**config.mk**
```make
export PLATFORM = sky130hd
export DESIGN_NAME = hex_frame_shunt_parser
export DESIGN_NICKNAME = d
export VERILOG_FILES = /design/src/rtl/core/hfs_pkg.sv /design/src/rtl/core/hex_frame_shunt_parser.sv /design/src/rtl/core/hfs_fmul.sv
export VERILOG_INCLUDE_DIRS = /design/src /design/src/rtl/core
export SDC_FILE = /design/constraint.sdc
export NUM_CORES = 2
export LEC_CHECK = 0
export ABC_AREA = 1
export BUFFER_PORTS_ARGS = -buffer_cell sky130_fd_sc_hd__buf_2
export CORE_UTILIZATION = 51
export DETAILED_ROUTE_END_ITERATION = 10
export PLACE_DENSITY = 0.75
export SYNTH_ARGS = -nofsm -noshare
export SYNTH_HDL_FRONTEND = slang
export SYNTH_SLANG_ARGS = --single-unit
```
**constraint.sdc**
```tcl
create_clock -name clk -period 7.71 [get_ports clk]
set_clock_uncertainty 0.15 [all_clocks]
set_input_delay 0.771 -clock clk [delete_from_list [all_inputs] [get_ports clk]]
set_output_delay 0.771 -clock clk [all_outputs]
set_load 0.01 [all_outputs]
```
**src/rtl/core/hex_frame_shunt_parser_defines.svh**
```systemverilog
// assertion macros for the frame parser rtl
// used by every rtl file that asserts; no other dependencies
`ifndef HEX_FRAME_SHUNT_PARSER_DEFINES_SVH
`define HEX_FRAME_SHUNT_PARSER_DEFINES_SVH
`ifndef SYNTHESIS
`define HFS_ASSERT_IMPL(label, clk, rst, ante, cons) \
  label: assert property (@(posedge clk) disable iff (rst) (ante) |-> (cons)) \
    else $error("assertion failed");
`define HFS_ASSERT_NEXT(label, clk, rst, ante, cons) \
  label: assert property (@(posedge clk) disable iff (rst) (ante) |=> (cons)) \
    else $error("assertion failed");
`else
`define HFS_ASSERT_IMPL(label, clk, rst, ante, cons)
`define HFS_ASSERT_NEXT(label, clk, rst, ante, cons)
`endif
`endif

```
**src/rtl/core/hfs_pkg.sv**
```systemverilog
// shared types and constants for the frame parser
// no dependencies
`timescale 1ns / 1ps
package hfs_pkg;
  localparam int FRAME_LENGTH = 38;
  localparam logic [15:0] TIMEOUT_RESET = 16'd2000;
  localparam logic [7:0] START_BYTE = 8'h3A;
  localparam logic [5:0] VOLT_OFFSET = 6'd11;
  localparam logic [5:0] CURR_OFFSET = 6'd19;
  localparam logic [5:0] LAST_POS = 6'(FRAME_LENGTH - 1);
  localparam logic [31:0] QNAN_BITS = 32'h7FC00000;
  localparam logic CMD_BYTE = 1'b0;
  localparam logic CMD_TICK = 1'b1;
  localparam logic [2:0] ADDR_TIMEOUT = 3'd0;

  typedef struct packed {
    logic       command;
    logic [7:0] rx_byte;
  } in_t;

  typedef struct packed {
    logic [31:0] voltage_bits;
    logic [31:0] current_bits;
    logic [31:0] power_bits;
    logic        frame_status;
  } out_t;

  // pair of words handed to the multiplier
  typedef struct packed {
    logic [31:0] a;
    logic [31:0] b;
    logic        bad;
  } mul_req_t;
endpackage

```
**src/rtl/core/hex_frame_shunt_parser.sv**
```systemverilog
// top level: uart frame parser with timeout and float product
// depends on hfs_pkg, hfs_fmul and the assertion macro header
// the result of a frame goes through the 3-stage multiplier, then the output fifo
// throughput: one beat per cycle while in_ready is high
// reset: synchronous, rst high clears frame position, idle count and queue state
`timescale 1ns / 1ps
`include "hex_frame_shunt_parser_defines.svh"
module hex_frame_shunt_parser (
  input  logic           clk,
  input  logic           rst,
  input  logic           in_valid,
  output logic           in_ready,
  input  hfs_pkg::in_t   in_data,
  output logic           out_valid,
  input  logic           out_ready,
  output hfs_pkg::out_t  out_data,
  input  logic           psel,
  input  logic           penable,
  input  logic           pwrite,
  input  logic [2:0]     paddr,
  input  logic [31:0]    pwdata,
  output logic [31:0]    prdata,
  output logic           pready
);
  logic [15:0] timeout_ms;
  logic [5:0]  frame_position;
  logic [31:0] voltage_shift, current_shift;
  logic        digit_error;
  logic [15:0] idle_count;

  // apb register
  assign pready = 1'b1;
  assign prdata = (paddr == hfs_pkg::ADDR_TIMEOUT) ? {16'd0, timeout_ms} : 32'd0;
  always_ff @(posedge clk) begin
    if (rst) begin
      timeout_ms <= hfs_pkg::TIMEOUT_RESET;
    end else if (psel && penable && pwrite && paddr == hfs_pkg::ADDR_TIMEOUT) begin
      timeout_ms <= pwdata[15:0];
    end
  end

  // result queue: frames are rare, the pipeline plus a 4-entry fifo never overflow
  // as long as we stop taking input while the fifo might fill
  logic        fifo_wr;
  hfs_pkg::out_t fifo_wdata;
  hfs_pkg::out_t fifo_mem [4];
  logic [1:0]  wptr, rptr;
  logic [2:0]  count;
  logic [2:0]  inflight;
  logic        accept, out_fire, launch;

  assign out_fire = out_valid && out_ready;
  // room for the queue contents plus whatever is in the multiplier
  assign in_ready = (3'(count + inflight) < 3'd4) || (count == 3'd0 && inflight == 3'd0);
  assign accept = in_valid && in_ready;

  // digit decode
  logic [7:0] c;
  logic [3:0] nib;
  logic       nib_bad;
  logic [5:0] pos_next;
  logic [2:0] d;
  logic [4:0] bitpos;
  logic [31:0] volt_next, curr_next;
  logic        err_next;
  always_comb begin
    c = in_data.rx_byte;
    nib_bad = 1'b0;
    if (c >= 8'h30 && c <= 8'h39) nib = 4'(c - 8'h30);
    else if (c >= 8'h41 && c <= 8'h46) nib = 4'(c - 8'h37);
    else begin
      nib = 4'd0;
      nib_bad = 1'b1;
    end
    volt_next = voltage_shift;
    curr_next = current_shift;
    err_next = digit_error;
    d = 3'd0;
    if (frame_position >= hfs_pkg::VOLT_OFFSET && frame_position < hfs_pkg::CURR_OFFSET) begin
      d = 3'(frame_position - hfs_pkg::VOLT_OFFSET);
    end else begin
      d = 3'(frame_position - hfs_pkg::CURR_OFFSET);
    end
    // first pair lands in the low byte, high nibble first
    bitpos = {d[2:1], 3'b000} + (d[0] ? 5'd0 : 5'd4);
    launch = 1'b0;
    pos_next = frame_position + 6'd1;
    if (frame_position == 6'd0) begin
      volt_next = 32'd0;
      curr_next = 32'd0;
      err_next = 1'b0;
    end else if (frame_position >= hfs_pkg::VOLT_OFFSET
                 && frame_position < hfs_pkg::CURR_OFFSET) begin
      volt_next = voltage_shift | (32'(nib) << bitpos);
      err_next = digit_error | nib_bad;
    end else if (frame_position >= hfs_pkg::CURR_OFFSET
                 && frame_position < 6'(hfs_pkg::CURR_OFFSET + 6'd8)) begin
      curr_next = current_shift | (32'(nib) << bitpos);
      err_next = digit_error | nib_bad;
    end
    if (frame_position == hfs_pkg::LAST_POS) begin
      pos_next = 6'd0;
      launch = 1'b1;
    end
  end

  // frame state
  always_ff @(posedge clk) begin
    if (rst) begin
      frame_position <= 6'd0;
      idle_count <= 16'd0;
      digit_error <= 1'b0;
      voltage_shift <= 32'd0;
      current_shift <= 32'd0;
    end else if (accept) begin
      if (in_data.command == hfs_pkg::CMD_TICK) begin
        if (idle_count != 16'hFFFF && 16'(idle_count + 16'd1) >= timeout_ms) begin
          frame_position <= 6'd0;
          idle_count <= 16'd0;
        end else if (idle_count == 16'hFFFF && idle_count >= timeout_ms) begin
          frame_position <= 6'd0;
          idle_count <= 16'd0;
        end else if (idle_count != 16'hFFFF) begin
          idle_count <= idle_count + 16'd1;
        end
      end else begin
        idle_count <= 16'd0;
        if (frame_position != 6'd0 || c == hfs_pkg::START_BYTE) begin
          frame_position <= pos_next;
          voltage_shift <= volt_next;
          current_shift <= curr_next;
          digit_error <= err_next;
        end
      end
    end
  end

  logic mul_go;
  hfs_pkg::mul_req_t mul_req;
  assign mul_go = accept && in_data.command == hfs_pkg::CMD_BYTE && launch;
  assign mul_req = '{a: volt_next, b: curr_next, bad: err_next};

  hfs_fmul u_fmul (
    .clk       (clk),
    .rst       (rst),
    .in_valid  (mul_go),
    .in_req    (mul_req),
    .out_valid (fifo_wr),
    .out_res   (fifo_wdata)
  );

  // count of results inside the multiplier
  always_ff @(posedge clk) begin
    if (rst) begin
      inflight <= 3'd0;
    end else begin
      inflight <= 3'(inflight + {2'd0, mul_go} - {2'd0, fifo_wr});
    end
  end

  // output fifo
  always_ff @(posedge clk) begin
    if (fifo_wr) fifo_mem[wptr] <= fifo_wdata;
  end
  always_ff @(posedge clk) begin
    if (rst) begin
      wptr <= 2'd0;
      rptr <= 2'd0;
      count <= 3'd0;
    end else begin
      if (fifo_wr) wptr <= wptr + 2'd1;
      if (out_fire) rptr <= rptr + 2'd1;
      count <= 3'(count + {2'd0, fifo_wr} - {2'd0, out_fire});
    end
  end
  assign out_valid = (count != 3'd0);
  assign out_data = fifo_mem[rptr];

  `HFS_ASSERT_IMPL(a_no_overflow, clk, rst, fifo_wr && !out_fire, count < 3'd4)
  `HFS_ASSERT_IMPL(a_no_underflow, clk, rst, out_fire, count != 3'd0)
  `HFS_ASSERT_NEXT(a_frame_done, clk, rst, mul_go, frame_position == 6'd0)
endmodule

```
**src/rtl/core/hfs_fmul.sv**
```systemverilog
// pipelined binary32 multiplier, round to nearest even, with subnormals
// depends on hfs_pkg
`timescale 1ns / 1ps
`include "hex_frame_shunt_parser_defines.svh"
module hfs_fmul (
  input  logic             clk,
  input  logic             rst,
  input  logic             in_valid,
  input  hfs_pkg::mul_req_t in_req,
  output logic             out_valid,
  output hfs_pkg::out_t    out_res
);
  // stage 1: classify and normalize
  logic [7:0]  ea, eb;
  logic [22:0] ma, mb;
  logic        za, zb, nana, nanb, infa, infb, sign;
  logic [23:0] na, nb;
  logic [4:0]  lza, lzb;
  logic signed [10:0] ena, enb;
  always_comb begin
    ea = in_req.a[30:23]; eb = in_req.b[30:23];
    ma = in_req.a[22:0];  mb = in_req.b[22:0];
    sign = in_req.a[31] ^ in_req.b[31];
    za = (ea == 8'd0) && (ma == 23'd0);
    zb = (eb == 8'd0) && (mb == 23'd0);
    nana = (ea == 8'hFF) && (ma != 23'd0);
    nanb = (eb == 8'hFF) && (mb != 23'd0);
    infa = (ea == 8'hFF) && (ma == 23'd0);
    infb = (eb == 8'hFF) && (mb == 23'd0);
    lza = 5'd0; lzb = 5'd0;
    for (int i = 0; i < 23; i++) begin
      if (ma[i]) lza = 5'(22 - i);
      if (mb[i]) lzb = 5'(22 - i);
    end
    if (ea == 8'd0) begin
      na = {1'b0, ma} << (lza + 5'd1);
      ena = 11'sd0 - 11'(signed'({6'd0, lza}));
    end else begin
      na = {1'b1, ma};
      ena = 11'(signed'({3'd0, ea}));
    end
    if (eb == 8'd0) begin
      nb = {1'b0, mb} << (lzb + 5'd1);
      enb = 11'sd0 - 11'(signed'({6'd0, lzb}));
    end else begin
      nb = {1'b1, mb};
      enb = 11'(signed'({3'd0, eb}));
    end
  end

  logic        s1_valid, s1_sign, s1_special;
  logic [31:0] s1_special_val, s1_a, s1_b;
  logic [23:0] s1_na, s1_nb;
  logic signed [10:0] s1_e;
  logic        s1_bad;
  always_ff @(posedge clk) begin
    if (rst) begin
      s1_valid <= 1'b0;
    end else begin
      s1_valid <= in_valid;
    end
    s1_sign <= sign;
    s1_na <= na;
    s1_nb <= nb;
    s1_e <= ena + enb - 11'sd127;
    s1_a <= in_req.a;
    s1_b <= in_req.b;
    s1_bad <= in_req.bad;
    s1_special <= nana || nanb || infa || infb || za || zb;
    if (nana || nanb || ((infa || infb) && (za || zb))) begin
      s1_special_val <= hfs_pkg::QNAN_BITS;
    end else if (infa || infb) begin
      s1_special_val <= {sign, 8'hFF, 23'd0};
    end else begin
      s1_special_val <= {sign, 31'd0};
    end
  end

  // stage 2: mantissa product
  logic        s2_valid, s2_sign, s2_special, s2_bad;
  logic [31:0] s2_special_val, s2_a, s2_b;
  logic [47:0] s2_p;
  logic signed [10:0] s2_e;
  always_ff @(posedge clk) begin
    if (rst) begin
      s2_valid <= 1'b0;
    end else begin
      s2_valid <= s1_valid;
    end
    s2_p <= 48'(s1_na) * 48'(s1_nb);
    s2_sign <= s1_sign;
    s2_special <= s1_special;
    s2_special_val <= s1_special_val;
    s2_e <= s1_e;
    s2_a <= s1_a;
    s2_b <= s1_b;
    s2_bad <= s1_bad;
  end

  // stage 3: normalize, round, pack
  // shifts past 48 always round to zero, so they fold into the flush case
  logic [47:0] p;
  logic signed [10:0] e;
  logic [5:0]  sh;
  logic [47:0] q, rem, half, mask;
  logic [31:0] result;
  always_comb begin
    p = s2_p;
    e = s2_e;
    if (p[47]) e = e + 11'sd1; else p = p << 1;
    if (e >= 11'sd1) sh = 6'd24;
    else if (e < -11'sd23) sh = 6'd63;
    else sh = 6'(11'sd25 - e);
    q = p >> sh;
    mask = (48'd1 << sh) - 48'd1;
    if (sh == 6'd63) mask = '1;
    rem = p & mask;
    half = (sh == 6'd63) ? 48'd0 : (48'd1 << (sh - 6'd1));
    if (sh == 6'd63) begin
      q = 48'd0;
      if (p != 48'd0 && 1'b0) q = 48'd1;
    end else if (rem > half || (rem == half && q[0])) begin
      q = q + 48'd1;
    end
    if (e >= 11'sd1) begin
      if (q[24]) begin
        q = q >> 1;
        e = e + 11'sd1;
      end
      if (e >= 11'sd255) result = {s2_sign, 8'hFF, 23'd0};
      else result = {s2_sign, e[7:0], q[22:0]};
    end else begin
      result = {s2_sign, q[30:0]};
    end
    if (s2_special) result = s2_special_val;
  end

  always_ff @(posedge clk) begin
    if (rst) begin
      out_valid <= 1'b0;
    end else begin
      out_valid <= s2_valid;
    end
    out_res.frame_status <= s2_bad;
    out_res.voltage_bits <= s2_bad ? 32'd0 : s2_a;
    out_res.current_bits <= s2_bad ? 32'd0 : s2_b;
    out_res.power_bits <= s2_bad ? 32'd0 : result;
  end

  `HFS_ASSERT_NEXT(a_pipe_s1, clk, rst, in_valid, s1_valid)
  `HFS_ASSERT_NEXT(a_pipe_s2, clk, rst, s1_valid, s2_valid)
  `HFS_ASSERT_NEXT(a_bad_zero, clk, rst, s2_valid && s2_bad, out_res.power_bits == 32'd0)
endmodule

```
# After elaboration in Yosys (flattened, before gate mapping)
# Memories as Yosys holds them, arrays and structs flattened. A register that Yosys moved wholly into a read port is not among the register bits.
# Cells that the tools add are included.
# W data, S select, Z words.
totals:
  register_bits: 529
  ram_bits: 388
  mem_count: 1
classes:
  addsub: 26
  mul: 1
  n_lt_le_gt_ge: 15
  eq_ne: 10
  shift: 6
  muxes: 94
  bitwise: 6
  n_reduce_logical: 49
mem_list:
  columns: ["name", "depth", "width", "rd", "rd_clocked_by_memory_dff", "write_ports", "line", "source"]
  rows:
  - ["fifo_mem", 4, 97, 1, 1, 1, "hex_frame_shunt_parser.sv:46", "hfs_pkg::out_t fifo_mem [4];"]
ops:
  columns: ["op", "n"]
  rows:
  - ["$mux W5", 46]
  - ["$mux W32", 6]
  - ["$mux W31", 5]
  - ["$mux W48", 3]
  - ["$shl A1 B6 Y48 const A", 2]
  - ["$mux W16", 5]
  - ["$mux W23", 3]
  - ["$or A32 B32 Y32", 2]
  - ["$mux W11", 5]
  - ["$and A48 B48 Y48", 1]
  - ["$eq A48 B48 Y1", 1]
  - ["$gt A48 B48 Y1", 1]
  - ["$mul A24 B24 Y48", 1]
  - ["$shl A23 B5 Y24", 2]
  - ["$shr A48 B6 Y31", 1]
  - ["$sub A48 B1 Y48 const B", 1]
  - ["$logic_not A23 Y1", 2]
  - ["$reduce_bool A23 Y1", 2]
  - ["$mux W6", 7]
  - ["$ge A16 B16 Y1", 2]
  - ["$shl A4 B5 Y32", 1]
  - ["$add A31 B1 Y31 const B", 1]
  - ["$add A11 B2 Y11 const B", 2]
  - ["$logic_and A1 B1 Y1", 22]
  - ["50 further kinds", 83]

# Longest topological paths before layout
logic_depth:
  word_depth: 37
  ltp_mapped: 63

# Hierarchy
# From an unflattened synthesis, not the netlist that was laid out.
hier_totals:
  hier_cells: 7304
  area_unflattened_um2: 59603.4
by_module_without_submodules:
  columns: ["mod", "instances", "cells_per_inst", "area_each_um2", "seq_area_each_um2"]
  rows:
  - ["hfs_fmul", 1, 5236, 37925.1, 7166.9]
  - ["hex_frame_shunt_parser", 1, 2068, 21678.3, 13953.4]

# Least setup slack after synthesis
# Ideal clock, no wire load.
synth_timing:
  path_kind: "register -> register"
  startpoint: "register u_fmul.s1_na[14]"
  endpoint: "register u_fmul.s2_p[44]"
  arrival_ns: 7.258
  slack_ns: 0.176
  path_stages_with_launch: 31
  path_buffers: 1
  synth_period_minus_slack_ns: 7.534
  cell_sequence: "dfxtp_1 clkbuf_1 nand2_1 fa_1 inv_1 fa_1 fa_1 fa_1 fa_1 inv_1 fa_1 inv_1 fa_1 ha_1 a21oi_1 o221ai_1 nand2_1 nand2_1 a21oi_1 o21ai_0 a21boi_0 o21ai_0 a21boi_0 o21bai_1 a21boi_0 inv_1 nand2_1 o211ai_1 a21boi_0 o21ai_0 xor2_1"
synth_via:
  elab_chain_cells: 1
synth_lines:
  columns: ["element", "line", "source"]
  rows:
  - ["start: declaration", "hfs_fmul.sv:53", "logic [23:0] s1_na, s1_nb;"]
  - ["start signal: assignment", "hfs_fmul.sv:63", "s1_na <= na;"]
  - ["$mul A24 B24 Y48", "hfs_fmul.sv:90", "s2_p <= 48'(s1_na) * 48'(s1_nb);"]
  - ["end signal: assignment", "hfs_fmul.sv:90", null]
  - ["end: declaration", "hfs_fmul.sv:82", "logic [47:0] s2_p;"]
# Every way passes these cells.
# A chain may end at the register's enable or synchronous reset.

# Worst setup path after layout
layout_timing:
  startpoint: "register u_fmul.s2_e[0]"
  endpoint: "register u_fmul.out_res[31] in the netlist's numbering"
layout_via:
  elab_chain_cells: 20
  elab_cells_between_ends: 30
  cone_classes: "add/sub: 6; order compare: 4; eq/ne: 2; shift: 3; mux: 12; bitwise: 1; reduce/logical: 2"
layout_lines:
  columns: ["element", "line", "source"]
  rows:
  - ["start: declaration", "hfs_fmul.sv:83", "logic signed [10:0] s2_e;"]
  - ["start signal: assignment", "hfs_fmul.sv:94", "s2_e <= s1_e;"]
  - ["$add A11 B2 Y11", "hfs_fmul.sv:110", "if (p[47]) e = e + 11'sd1; else p = p << 1;"]
  - ["$mux W11 *", "hfs_fmul.sv:110", null]
  - ["branches (longest 16 deep; another with $sub A48 B1 Y48)", null, null]
  - ["$mux W31 *", "hfs_fmul.sv:125", "if (e >= 11'sd1) begin"]
  - ["$mux W32 *", "hfs_fmul.sv:135", "if (s2_special) result = s2_special_val;"]
  - ["end: declaration", "hfs_fmul.sv:11", "output hfs_pkg::out_t out_res"]
# Mark *: on every way between the ends. The select of a mux whose other input is x is not followed.

==> flow_metrics.env <==
export IMPL_fin_tns_setup_ns=0
export IMPL_route_detailed_drc=0
export IMPL_grt_total_usage_pct=27.0
export IMPL_p_leak_uw=0.0310
export IMPL_synth_edf_count=388
export IMPL_rrSetupSlack_ns=0.35
export IMPL_top_layer="met5"
export IMPL_dr_total_vias=49811
export IMPL_start_util_pct=51.7
export IMPL_hold_class="flop to flop"
export IMPL_synth_ff_type="dfxtp_1"
export IMPL_fin_area_um2=66200
export IMPL_placement_setup_worst_slack_ns=0.0309
export IMPL_slew_violations=0
export IMPL_insertion_delay_ns=0.67
export IMPL_cts_sinks=861
export IMPL_cap_violations=0
export IMPL_rows=124
export IMPL_antenna_found_initial=3
export IMPL_drt_wl_total_mm=160
export IMPL_port_buffers=149
export IMPL_n_antenna_cell=0
export IMPL_max_stage_delay_ns=0.33
export IMPL_grt_pass1_wl_mm=255
export IMPL_coreArea_um2=115000
export IMPL_slew_headroom_pct=21.8
export IMPL_p_int_uw=7570
export IMPL_irDropWorstVdd_uv=211
export IMPL_finalPower_uw=10300
export IMPL_wl_per_cell_um=17.6
export IMPL_fin_ws_ns=0.351
export IMPL_fin_crit_ns=7.36
export IMPL_die_area_um2=118000
export IMPL_yosysWarnings=0
export IMPL_path_buf_inv=14
export IMPL_cts_root_buffer="clkbuf_16"
export IMPL_setup_viol=0
export IMPL_die_w_um=343
export IMPL_synthArstFlopShare_pct=0
export IMPL_htree_levels=3
export IMPL_fmax_mhz=136
export IMPL_die_h_um=343
export IMPL_worstMarginPinSlew_ns=1.17
export IMPL_cp_arrival_ns=7.75
export IMPL_wl_met2_mm=74.0
export IMPL_crit_fanout=5
export IMPL_fin_crit_sh_pct=95.5
export IMPL_seqPwrFrac_pct=46.9
export IMPL_path_delay_family="simple AND/OR/NAND/NOR gates"
export IMPL_routed_via_density=5.47
export IMPL_cts_buffer_depth=3
export IMPL_critPathCaptureType="flop"
export IMPL_place_congestion=1.01
export IMPL_drive_above_1_share_pct=9.64
export IMPL_synthesis_area_um2=59400
export IMPL_io_pin_count=183
export IMPL_crit_path_start_kind="flop"
export IMPL_path_class="flop to flop"
export IMPL_clk_pin_slew_worst_paths_ns=0.06
export IMPL_cts_made_buffers=83
export IMPL_antenna_left=0
export IMPL_dpl_hpwl_mm=119
export IMPL_cts_tree="done"
export IMPL_syn_inst=7291
export IMPL_power_switching_uw=2730
export IMPL_drt_met1_wl_mm=67.8
export IMPL_dr_pass1_iters=7
export IMPL_p_comb_share_pct=12.4
export IMPL_p_per_area_nw_per_um2=156
export IMPL_critPathSlowestCell="dfxtp_2"
export IMPL_grt_pass1_vias=48816
export IMPL_area_growth_pct=11.5
export IMPL_fin_nets=8358
export IMPL_synth_cell_types=60
export IMPL_synth_avg_cell_area_um2=8.15
export IMPL_wl_met3_mm=13.6
export IMPL_grt_max_degree=122
export IMPL_switching_share_pct=26.5
export IMPL_critPathRequiredTime_ns=8.10
export IMPL_cp_depth=57
export IMPL_yosysSeqAreaShare_pct=35.5
export IMPL_clockPowerShare_pct=40.7
export IMPL_final_common_cell="nand2_1"
export IMPL_worst_hold_path_num_cells=0
export IMPL_cpMostUsedCell="inv_2"
export IMPL_hold_viol_final=0
export IMPL_postPlaceCellArea_um2=63000
export IMPL_status="finished clean"
export IMPL_ys_seq_elements=861
export IMPL_final_cell_mix="nand2_1 (1670), inv_1 (1182), nand3_1 (578)"
export IMPL_drtIter0Drc=4473
export IMPL_reg2regPathDepth=57
export IMPL_overflow=0
==> metal layers <==
metal,global-route usage (%),up-vias
met5,0,-
met1,36.9,23981
met4,7.81,2
met2,44.1,1956
li1,-,23578
met3,4.60,294
==> Yosys cell counts, drive strengths merged (4+ instances only) <==
master / n / area [um^2]
buf: 87 / 549
o31ai: 4 / 30.0
nand4: 53 / 332
a21oi: 305 / 1530
or2: 14 / 87.6
o21a: 20 / 150
dfxtp: 473 / 9470
edfxtp: 388 / 11700
ha: 300 / 3750
xor2: 61 / 534
inv: 1208 / 4530
a21boi: 8 / 60.1
o211ai: 33 / 248
xnor2: 31 / 272
clkbuf: 270 / 1010
o22ai: 129 / 807
nand3b: 6 / 45.0
nor2: 591 / 2290
clkinv: 7 / 26.3
a211oi: 12 / 90.1
o221ai: 6 / 52.6
o21ai: 393 / 1970
nor4: 18 / 113
nand3: 585 / 2960
a31oi: 9 / 56.3
nor3: 46 / 235
o21bai: 30 / 225
nand2: 1691 / 6410
fa: 485 / 9710
==> registers in the layout (all words and copies together) (netlist names), 6 cells and up, named ones only <==
register	cells
u_fmul.s1_na	24
u_fmul.s1_a	32
fifo_mem	388
u_fmul.s1_b	32
idle_count	16
u_fmul.s2_b	32
frame_position	6
u_fmul.s2_a	32
current_shift	32
u_fmul.s2_p	48
u_fmul.s1_e	11
u_fmul.s2_e	11
voltage_shift	32
timeout_ms	16
u_fmul.s1_nb	24
u_fmul.out_res	97
==> final timing paths <==
check | end | start
setup / recovery | u_fmul.out_res[31] | u_fmul.s2_e[0]
hold / removal | u_fmul.s2_a[28] | u_fmul.s1_a[28]
setup reg to reg | u_fmul.out_res[31] | u_fmul.s2_e[0]
hold reg to reg | u_fmul.s2_a[28] | u_fmul.s1_a[28]
==> repair_timing <==
action | in CTS | in global routing
setup buffers | 0 | 12
resized for setup | 1 | 88
pin swaps | 0 | 37
hold buffers | 0 | 0
setup endpoints to repair | 1 | 39
==> stage by stage <==
stage / hold WS [ns] / std cells / util, %
after global placement: 0.161 / 8937 / 54.8
final: 0.166 / 9102 / 57.6
after floorplan: 0.160 / 7327 / -
after detailed placement: 0.162 / 8937 / 54.8
after CTS: 0.156 / 9090 / 57.3
after global routing: 0.178 / 9102 / 57.6
==> kinds of logic (layout without fill, tap and decap cells) <==
logic type / count (synthesis) / after routing / synth area share [%]
mux: 3 / 3 / 0.0505
simple gates: 3010 / 3010 / 21.1
xor+xnor: 92 / 92 / 1.36
compound gates: 966 / 966 / 9.03
other cells: 2 / 38 / 0.0126
flops: 861 / 861 / 35.5
buf+inv: 1572 / 1835 / 10.3
fa+ha+maj: 785 / 785 / 22.7
==> power groups by stage <==
stage | Clock (uW) | Combinational (uW) | Sequential (uW)
finish | 4200 | 1280 | 4830
global route | 4420 | 1400 | 4840
CTS | 4250 | 1270 | 4830
detailed placement | 0 | 1260 | 4930
global placement | 0 | 1230 | 4930
floorplan | 0 | 844 | 4880
==> layout make-up <==
cell class / instances / area (um^2)
timing repair buffer: 467 / 3200
fill: 10060 / 48700
multi-input combinational: 4894 / 32600
clock inverter: 25 / 398
clock buffer: 128 / 2470
sequential: 861 / 21200
inverter: 1215 / 4580
tap: 1512 / 1890
Note: power is estimated with default switching activity, not from simulation.
